File: src/rtl/tgd_ram.sv
module tgd_ram #(
    parameter int WIDTH = 8,
    parameter int DEPTH = 16
) (
    input  logic                                   clk,
    input  logic                                   we,
    input  logic [((DEPTH > 1) ? $clog2(DEPTH) : 1)-1:0] waddr,
    input  logic [WIDTH-1:0]                       wdata,
    input  logic                                   re,
    input  logic [((DEPTH > 1) ? $clog2(DEPTH) : 1)-1:0] raddr,
    output logic [WIDTH-1:0]                       rdata
);

    logic [WIDTH-1:0] mem [DEPTH];
    logic [WIDTH-1:0] rdata_reg;

    // Write port and registered read port
    always_ff @(posedge clk)
    begin
        if (we)
        begin
            mem[waddr] <= wdata;
        end
        if (re)
        begin
            rdata_reg <= mem[raddr];
        end
    end

    assign rdata = rdata_reg;

endmodule

File: config.mk
export PLATFORM = sky130hd
export DESIGN_NAME = tgd_ram
export DESIGN_NICKNAME = d
export VERILOG_FILES = /design/src/rtl/tgd_ram.sv
export SDC_FILE = /design/constraint.sdc
export NUM_CORES = 1
export LEC_CHECK = 0
export BUFFER_PORTS_ARGS = -buffer_cell sky130_fd_sc_hd__buf_2
export CAP_MARGIN = 30
export CORE_ASPECT_RATIO = 0.8
export CORE_MARGIN = 3
export CORE_UTILIZATION = 40
export DETAILED_ROUTE_END_ITERATION = 8
export GPL_ROUTABILITY_DRIVEN = 0
export MAX_ROUTING_LAYER = met4
export PLACE_DENSITY = 0.53
export SLEW_MARGIN = 40
export SYNTH_ARGS = -nofsm -noshare
export SYNTH_HDL_FRONTEND = slang
export SYNTH_SLANG_ARGS = --single-unit
File: constraint.sdc
create_clock -name clk -period 2 [get_ports clk]
set_input_delay 0.1 -clock clk [delete_from_list [all_inputs] [get_ports clk]]
set_output_delay 0.1 -clock clk [all_outputs]
set_load 0.01 [all_outputs]
## Word level (Yosys, flattened, before mapping)

Memories as Yosys holds them, arrays and structs flattened. A register that Yosys moved wholly into a read port is not among the register bits.
Cells that the tools add are included.

| operators by class | value |
|---|---|
| reductions and logical operators | 0 |
| bitwise gates (word level) | 0 |
| multipliers | 0 |
| $add $sub $neg | 0 |
| multiplexer cells | 2 |
| equal/unequal tests | 0 |
| divide/modulo/power cells | 0 |
| magnitude comparators | 0 |
| shift operators | 0 |

Operators with widths:

| operator | count |
|---|---|
| two-way mux 1 bit | 2 |

| word-level totals | value |
|---|---|
| memory bits (read-only) | 0 |
| bits in writable memories | 128 |
| memories kept | 1 |
| register bits after elaboration | 0 |
| logic and storage cells | 3 |
| output and inout port bits | 8 |
| bits of input ports | 19 |
| latch bits | 0 |

Memories:

| memory | words | width | read ports | clocked after memory_dff | write ports | RTL line | source |
|---|---|---|---|---|---|---|---|
| mem | 16 | 8 | 1 | 1 | 1 | 14 | `logic [WIDTH-1:0] mem [DEPTH];` |

## Longest topological paths before layout

Gate-level depths: netlist of run 1.

| depth | value |
|---|---|
| depth after elaboration | 2 |
| depth in mapped cells | 5 |
| mapped depth without buffers | 3 |

## Worst setup path after synthesis of run 1

OpenSTA, ideal clock, no wires.

| timing | value |
|---|---|
| path kind | input -> register |
| from | in waddr[2] (netlist name) |
| to | mem mem[0][0] (enable) |
| data arrival time | 1,210 ps |
| setup slack | 407 ps |
| buffers on the path | 0 |
| required time | 1,617 ps |
| library setup time | 383 ps |
| stages on the path | 2 |
| cells stage by stage | or3b_2 > nor3_1 |

RTL lines:

| what | RTL line | source |
|---|---|---|
| from (decl) | 7 | `input logic [((DEPTH > 1) ? $clog2(DEPTH) : 1)-1:0] waddr,` |
| to (decl) | 14 |  |

No word-level cell before the write port.

==> results of run 1 <==
worst min path at each step:
stage,startpoint,to,slack (ns),cells past startpoint
2_1_floorplan,wdata[0],mem[0][0],0.20,0
4_1_cts,wdata[6],mem[10][6],0.06,1
3_5_place_dp,re,rdata[1],0.49,1
6_report,wdata[6],mem[10][6],0.07,1
5_1_grt,re,rdata[0],0.07,1
3_3_place_gp,wdata[6],mem[14][6],0.50,1
power by group through the flow:
stage	registers (mW)	clock network [mW]	logic (mW)
finish	3.23	3.07	0.296
global route	3.23	3.26	0.327
floorplan	3.29	0	0.162
detailed placement	3.29	0	0.305
CTS	3.23	3.14	0.304
global placement	3.29	0	0.300
synth_stat cells (2+ instances only):
master             n
clkdlybuf4s25_2    3
nand3b_1           2
nand2b_1           2
mux4_1            14
nand2_1            9
nor3_1             4
mux4_2            18
a22oi_1           16
buf_2              3
buf_6              3
edfxtp_1         136
nor2_1            13
layer usage:
layer	global-route usage, %	up-vias	wire length, um
met5	-	-	0
li1	-	1094	-
met4	5.51	0	89
met1	22.7	1259	5010
met2	22.7	65	4720
met3	4.65	8	514
logic make-up (layout without fill, tap and decap cells):
group,Yosys count,after routing
buf+inv,10,79
compound gates,16,16
flops,136,136
simple gates,35,35
mux,32,32
cell type report:
cell class	instances	area, sq um
fillers	1017	6220
flip-flops and latches	136	4080
multi-input cells	83	1060
clock buffers	19	433
repair buffers	47	313
well taps	171	214
clock inverters	13	154
worst reg2reg max path, stage by stage (launching register included):
cell	delay, ns
edfxtp_1	0.37
mux4_1	0.49
a22oi_1	0.27
nand2_1	0.07
placed cells by master (no fill, tap or decap), types with 2 or more instances in the layout:
| master | count |
|---|---|
| edfxtp_1 | 136 |
| buf_2 | 26 |
| buf_4 | 19 |
| mux4_2 | 18 |
| clkbuf_16 | 17 |
| a22oi_1 | 16 |
| mux4_1 | 14 |
| nor2_1 | 13 |
| nand2_1 | 9 |
| nor3_1 | 4 |
| clkinv_2 | 4 |
| bufinv_16 | 3 |
| clkinvlp_4 | 3 |
| nand3b_1 | 2 |
| nand2b_1 | 2 |
| clkbuf_1 | 2 |
| buf_12 | 2 |
stage by stage:
stage | cells | hold slack, ns | area [sq um] | power (mW) | util, %
after floorplan | 229 | 0.199 | 5230 | 3.45 | -
after global placement | 437 | 0.496 | 5670 | 3.59 | 45.4
after detailed placement | 437 | 0.489 | 5670 | 3.60 | 45.4
after CTS | 469 | 0.0568 | 6250 | 6.67 | 50.1
after global routing | 469 | 0.0661 | 6250 | 6.82 | 50.1
final | 469 | 0.0694 | 6250 | 6.60 | 50.1
==> reports/summary.txt, run 1 <==
r2r endpoint = rdata[1]
GR Overflow Total = 0
crit path max fanout = 1
CP Class = reg2reg
setup violators final = 0
post-synthesis mux area share = 14.8%
Final Max Slew Viols = 0
Worst path max stage delay = 0.49 ns
clk_lat worst skew = 0.41 ns
Hold Fails Final Rpt = 0
fmax = 683 MHz
Combinational Power Share = 4.5%
vias post-DR = 2426
Worst setup startpoint = mem[10][1]
Critical Path Sink = rdata[1]
compound-gate portion of the synthesized area = 2.30%
first-pass GRT wire length = 15800 um
CTS Sinks = 136
async set-or-reset flop fraction in the synthesized netlist = 0%
largest family of logic cells by synthesized area = multiplexers
largest cells by area after synthesis = edfxtp_1 78%, mux4_2 7.8%, mux4_1 7.0%
nets = 304
Crit path buffers/inverters = 0
CP startpoint kind = register
Lkg Pwr = 2.11 nW
drt first pass iters = 4
Syn. warnings = 0
PD cells = 1050 nW/um^2
Post-Synth Adder-Cell Area = 0%
initial antenna violation count = 0
Synth top area share = 78.1%
syn_nets = 248
pin count of the biggest net entering global routing = 33
Final WS setup = 0.535 ns
Hold Crit Class = in2reg
Routed wire per std cell = 22.0 um
clock period minus worst slack = 1.46 ns
vias per cell = 5.17
post-synthesis cell type count = 18
die area = 14500 sq um
DIE HEIGHT = 108 um
# IOs = 27
H-Tree Depth = 4
max FFs per register = 128
ANT nets after route = 0
sw power = 1.31 mW
layout cells sized above 1 = 31.9%
Sw Share = 19.8%
Tcrit/Tclk final = 73.2%
CP Depth = 3
Worst Clk Skew = 0.00782 ns
#FFs+latches synth = 136
Reg2Reg Setup Slack = 0.54 ns
internal power = 5.29 mW
Mapped Avg Cell Area = 22.8 sq um
# hold bufs at CTS = 0
P&R area growth vs syn = 19.7%
max cap viols = 0
HPWL Detailed = 6600 um
clock power share = 46.5%
clk buf depth = 2
DRT Wirelength = 10300 um
number of flops mapped to enable cells by yosys = 136
slowest stage cell on the critical path = mux4_1
slew margin rel. = 70.5%
worst slew pin tran = 0.442 ns
RSZ-0062 raised after global routing = no
Setup TNS Final = 0 ns
CTS Root Cell = clkbuf_16
share of total power in sequential cells = 49.0%
Clock transition at path regs = 0.06 ns
outcome = finished clean
crit path DAT = 1.61 ns
Syn Inst Count = 229
Rows = 36
Peak supply drop = 0.747 mV
port buffer count = 26
Tot GR Track Use = 16.1%
core footprint = 12500 sq um
cells along the critical path = mux4_1 > a22oi_1 > nand2_1
register area share after synthesis = 78.1%
# DRC = 0
1st-iter DRT viols = 192
initial cell density of the core = 41.9%
Critical R2R Launch = mem[10][1]
cell area after synthesis = 5230 sq um
number of gates resized after CTS = 0
required time of the critical path = 2.15 ns
Post-CTS Setup Bufs = 0
area share of xor/xnor cells in the synthesized design = 0%
Synth Area in Simple Gates = 3.14%
Place WS = 0.299 ns
TritonCTS clock tree = done
die width = 134 um
CTS buffer count = 17
antenna cells = 0
r2r worst-path depth = 3
number of global-route vias before repair = 2542
Primary FF master, synth = edfxtp_1
delay-heaviest family, CP = multiplexers
leading area contributor after synthesis = edfxtp_1
Worst setup EP type = register
Note: power is estimated with default switching activity, not from simulation.
==> run 2: changes to the inputs <==
Clock period 2 ns to 1.4 ns, I/O delays scaled along.
==> run 2 against run 1 <==
Net effect:
- register-to-register slack got worse by 0.53 ns
- largest cell class unchanged
- routed wire length fell by 1.2%
- via count fell by 0.82%
- critical endpoint is now rdata[6]
- hold slack got worse by 0.033 ns
- critical path depth did not move
==> reports/summary.txt, run 2 (synthesized netlist as in run 1, its figures left out) <==
outcome = finished clean
clock period minus worst slack = 1.39 ns
nets = 305
Critical R2R Launch = mem[3][6]
die width = 134 um
DIE HEIGHT = 108 um
max FFs per register = 128
met2 Resource Use GR = 21.2%
port buffer count = 26
# hold bufs at CTS = 0
worst slew pin tran = 0.591 ns
initial cell density of the core = 41.9%
placed instance area = 5710 sq um
antenna cells = 0
most common cell after layout, fill and taps aside = edfxtp_1
Hold Crit Class = in2reg
Fillers = 1047
fmax = 719 MHz
layout cells sized above 1 = 38.3%
Tcrit/Tclk final = 99.3%
slew margin rel. = 60.6%
number of global-route vias before repair = 2511
drt first pass iters = 4
first-pass GRT wire length = 15800 um
met1 GRT Util = 23.5%
global route hottest layer = met1
Worst setup EP type = register
initial antenna violation count = 0
Final WS setup = 0.00985 ns
CTS buffer count = 17
CTS Sinks = 136
vias post-DR = 2406
clk buf depth = 2
clk_lat worst skew = 0.41 ns
# DRC = 0
# IOs = 27
Peak supply drop = 0.892 mV
vias per cell = 5.13
Hold Fails Final Rpt = 0
HPWL Detailed = 6620 um
PD cells = 1460 nW/um^2
H-Tree Depth = 4
P&R area growth vs syn = 20.2%
GR Overflow Total = 0
fin util = 50.4%
Final Max Slew Viols = 0
commonest cells after routing, fill and taps aside = 136 x edfxtp_1, 26 x buf_2, 25 x mux4_2, 18 x buf_4, 17 x clkbuf_16
RSZ-0062 raised after global routing = yes
fin area = 6280 sq um
ANT nets after route = 0
setup violators final = 0
TritonCTS clock tree = done
max cap viols = 0
Lkg Pwr = 2.08 nW
CP startpoint kind = register
Clock transition at path regs = 0.06 ns
Routed wire per std cell = 21.8 um
DRT Wirelength = 10200 um
Reg2Reg Setup Slack = 0.01 ns
CP Class = reg2reg
Critical Path Sink = rdata[6]
Tot GR Track Use = 16.0%
Worst Clk Skew = 0.00673 ns
Worst Hold Depth = 1
crit path DAT = 1.54 ns
r2r worst-path depth = 3
routing usage on met3 = 5.86%
Worst setup startpoint = mem[3][6]
CTS Root Cell = clkbuf_16
core footprint = 12500 sq um
required time of the critical path = 1.55 ns
die area = 14500 sq um
1st-iter DRT viols = 176
Place WS = -0.203 ns
Rows = 36
crit path max fanout = 1
pin count of the biggest net entering global routing = 22
r2r endpoint = rdata[6]
-- run 2: cell types whose count changed in the layout (fill, tap and decap cells not counted), moves of 2 or more --
cell / delta
mux4_2: +7
mux4_1: -7
buf_12: +2
a22oi_2: +11
a22oi_1: -11
-- run 2: what timing repair did --
item,in CTS,in global routing
endpoints found under the hold margin,0,0
resized for setup,12,6
gates cloned,0,0
pin swaps,1,12
endpoints found under the setup margin,7,8
setup buffers,0,0
-- run 2: metal layers --
| layer | share of wire, % | wire length, um | vias up |
|---|---|---|---|
| met5 | 0 | 0 | - |
| met3 | 4.9 | 504 | 6 |
| li1 | - | - | 1085 |
| met4 | 0.72 | 73 | 0 |
| met2 | 44 | 4470 | 52 |
| met1 | 51 | 5160 | 1263 |
-- run 2: critical path, cell delays in order (launching register included) --
cell and delay [ns]:
edfxtp_1 0.36, mux4_2 0.49, a22oi_2 0.20, nand2_1 0.09
-- run 2: area by class of cell --
| class | count | area, sq um | area share, % |
|---|---|---|---|
| multi-input combinational | 83 | 1100 | 17.4 |
| clock inverter | 11 | 108 | 1.71 |
| clock buffer | 20 | 437 | 6.95 |
| sequential | 136 | 4080 | 65.0 |
| timing repair buffer | 48 | 345 | 5.50 |
| tap | 171 | 214 | 3.41 |
-- run 2: through the flow --
stage	hold WS, ns	std cells	total power [mW]	setup TNS [ns]
3_3_place_gp	0.454	438	5.14	-1.13
4_1_cts	0.0157	469	9.29	-0.00822
5_1_grt	0.0130	469	9.54	-0.0501
3_5_place_dp	0.453	438	5.15	-1.24
6_report	0.0363	469	9.20	0
2_1_floorplan	0.169	229	4.93	0
-- run 2: worst min-delay path by stage --
stage | end | from | slack, ns
5_1_grt | rdata[3] | re | 0.01
6_report | rdata[3] | re | 0.04
3_3_place_gp | rdata[3] | re | 0.45
3_5_place_dp | rdata[2] | re | 0.45
2_1_floorplan | mem[0][0] | wdata[0] | 0.17
4_1_cts | rdata[3] | re | 0.02
-- run 2: power by group --
part	switching, mW	internal (mW)	total (mW)
sequential	0.0256	4.59	4.62
clock	1.55	2.58	4.12
combinational	0.258	0.206	0.464
==> run 3: changes to the inputs <==
Settings changed: SETUP_SLACK_MARGIN set to 0.5.
==> run 3 against run 2 <==
Net effect:
- the flow now finishes with violations (negative setup slack)
- first-iteration DRC count decreased by 30%
- hold slack gained 0.015 ns
- final cell count fell by 0.85%
- sequential share of layout area decreased by 2.4 points
- routed wire length grew 3.9%
- non-clock buffer count down 5
- register-to-register slack is essentially flat
- clock-buffer cell count is 2 lower
- global-route usage up 0.59 points
- clock power grew 20%
- critical path type unchanged
- largest cell class unchanged
- highest routed layer unchanged
==> reports/summary.txt, run 3 (synthesized netlist as in run 1, its figures left out) <==
Fillers = 996
max FFs per register = 128
CTS buffer count = 17
DRT Wirelength = 10600 um
TritonCTS clock tree = done
layout cells sized above 1 = 45.6%
crit path DAT = 1.56 ns
max cap viols = 0
worst slew pin tran = 0.875 ns
# DRC = 0
Peak supply drop = 0.818 mV
Lkg Pwr = 2.11 nW
initial cell density of the core = 41.9%
Worst Clk Skew = 0.00870 ns
die width = 134 um
outcome = complete, but fails checks
Final WS setup = -0.0000411 ns
CP Class = reg2reg
number of global-route vias before repair = 2641
Rows = 36
Routed wire per std cell = 22.8 um
min-delay src = wdata[1]
# hold bufs at CTS = 0
Tcrit/Tclk final = 100%
port buffer count = 26
RSZ-0062 raised after global routing = yes
clk buf depth = 2
pin count of the biggest net entering global routing = 19
CTS Sinks = 136
DIE HEIGHT = 108 um
required time of the critical path = 1.56 ns
most common cell after layout, fill and taps aside = edfxtp_1
Worst setup EP type = register
crit path max fanout = 1
Clock transition at path regs = 0.06 ns
antenna cells = 0
Critical R2R Launch = mem[0][0]
first-pass GRT wire length = 16600 um
fmax = 714 MHz
Hold Crit Class = in2reg
HPWL Detailed = 6930 um
Final Max Slew Viols = 0
ANT nets after route = 0
vias per cell = 5.12
GR Overflow Total = 0
M1 wire length = 5020 um
core footprint = 12500 sq um
P&R area growth vs syn = 24.7%
# IOs = 27
setup violators final = 1
metal2 WL = 5060 um
commonest cells after routing, fill and taps aside = 136 x edfxtp_1, 32 x mux4_2, 24 x buf_2, 17 x clkbuf_16, 12 x nor2_4
met3 WL = 430 um
violated checks = negative setup slack
Hold Fails Final Rpt = 0
CTS Root Cell = clkbuf_16
nets = 300
Worst setup startpoint = mem[0][0]
1st-iter DRT viols = 124
vias post-DR = 2383
die area = 14500 sq um
PD cells = 1540 nW/um^2
clock period minus worst slack = 1.40 ns
fin util = 52.3%
clk_lat worst skew = 0.41 ns
slew margin rel. = 41.5%
initial antenna violation count = 0
Tot GR Track Use = 16.6%
CP startpoint kind = register
drt first pass iters = 4
highest metal used = met4
hold slack = 0.0517 ns
H-Tree Depth = 4
## run 3: changes by cell type in the layout (fill, tap and decap cells not counted), moves of 4 or more
cell and change:
buf_12 +4, buf_4 -9, bufinv_16 +4, mux4_1 -7
mux4_2 +7, nor2_1 -11, nor2_4 +12, nor3_4 +4
## run 3: metal layers
layer / GRT usage [%] / vias up
met5: - / -
met4: 5.73 / 0
met3: 4.79 / 8
met2: 24.6 / 48
met1: 22.4 / 1254
li1: - / 1073
## run 3: timing repair
| item | 4_1_cts | 5_1_grt |
|---|---|---|
| buffers inserted | 0 | 2 |
| endpoints found under the setup margin | 23 | 34 |
| pin swaps | 3 | 7 |
| gates resized for setup | 7 | 3 |
## run 3: path summary, 6_finish.rpt
check / end / slack (ns) / depth (start not counted)
min: mem[5][1] / 0.05 / 1
max reg2reg: rdata[0] / -0.00004 / 3
max: rdata[0] / -0.00004 / 3
min reg2reg: rdata[7] / 0.75 / 3
## run 3: metrics by stage
step | setup TNS [ns] | instance area, sq um | power, mW | std cells | setup WS, ns
3_5_place_dp | -1.43 | 5770 | 5.20 | 431 | -0.301
6_report | -0.0000411 | 6520 | 10.1 | 465 | -0.0000411
4_1_cts | -0.0595 | 6460 | 10.1 | 463 | -0.0260
3_3_place_gp | -1.33 | 5770 | 5.19 | 431 | -0.285
5_1_grt | -0.157 | 6520 | 10.4 | 465 | -0.0477
2_1_floorplan | 0 | 5360 | 4.98 | 229 | 0.128
## run 3: cell type report
cell class,count,area (sq um),area share (%)
flip-flops and latches,136,4080,62.6
multi-input cells,83,1190,18.3
clock buffers,18,429,6.58
repair buffers,43,370,5.68
clock inverters,14,229,3.51
well taps,171,214,3.28
## run 3: report_power, final
group / switching (mW) / internal, mW
Sequential: 0.0265 / 4.59
Clock: 1.61 / 3.32
Combinational: 0.291 / 0.224
Total: 1.93 / 8.14
## run 3: critical path, cell delays in order (launching register included)
cell and delay (ns):
edfxtp_1 0.36, mux4_2 0.47, a22oi_2 0.24, nand2_1 0.08
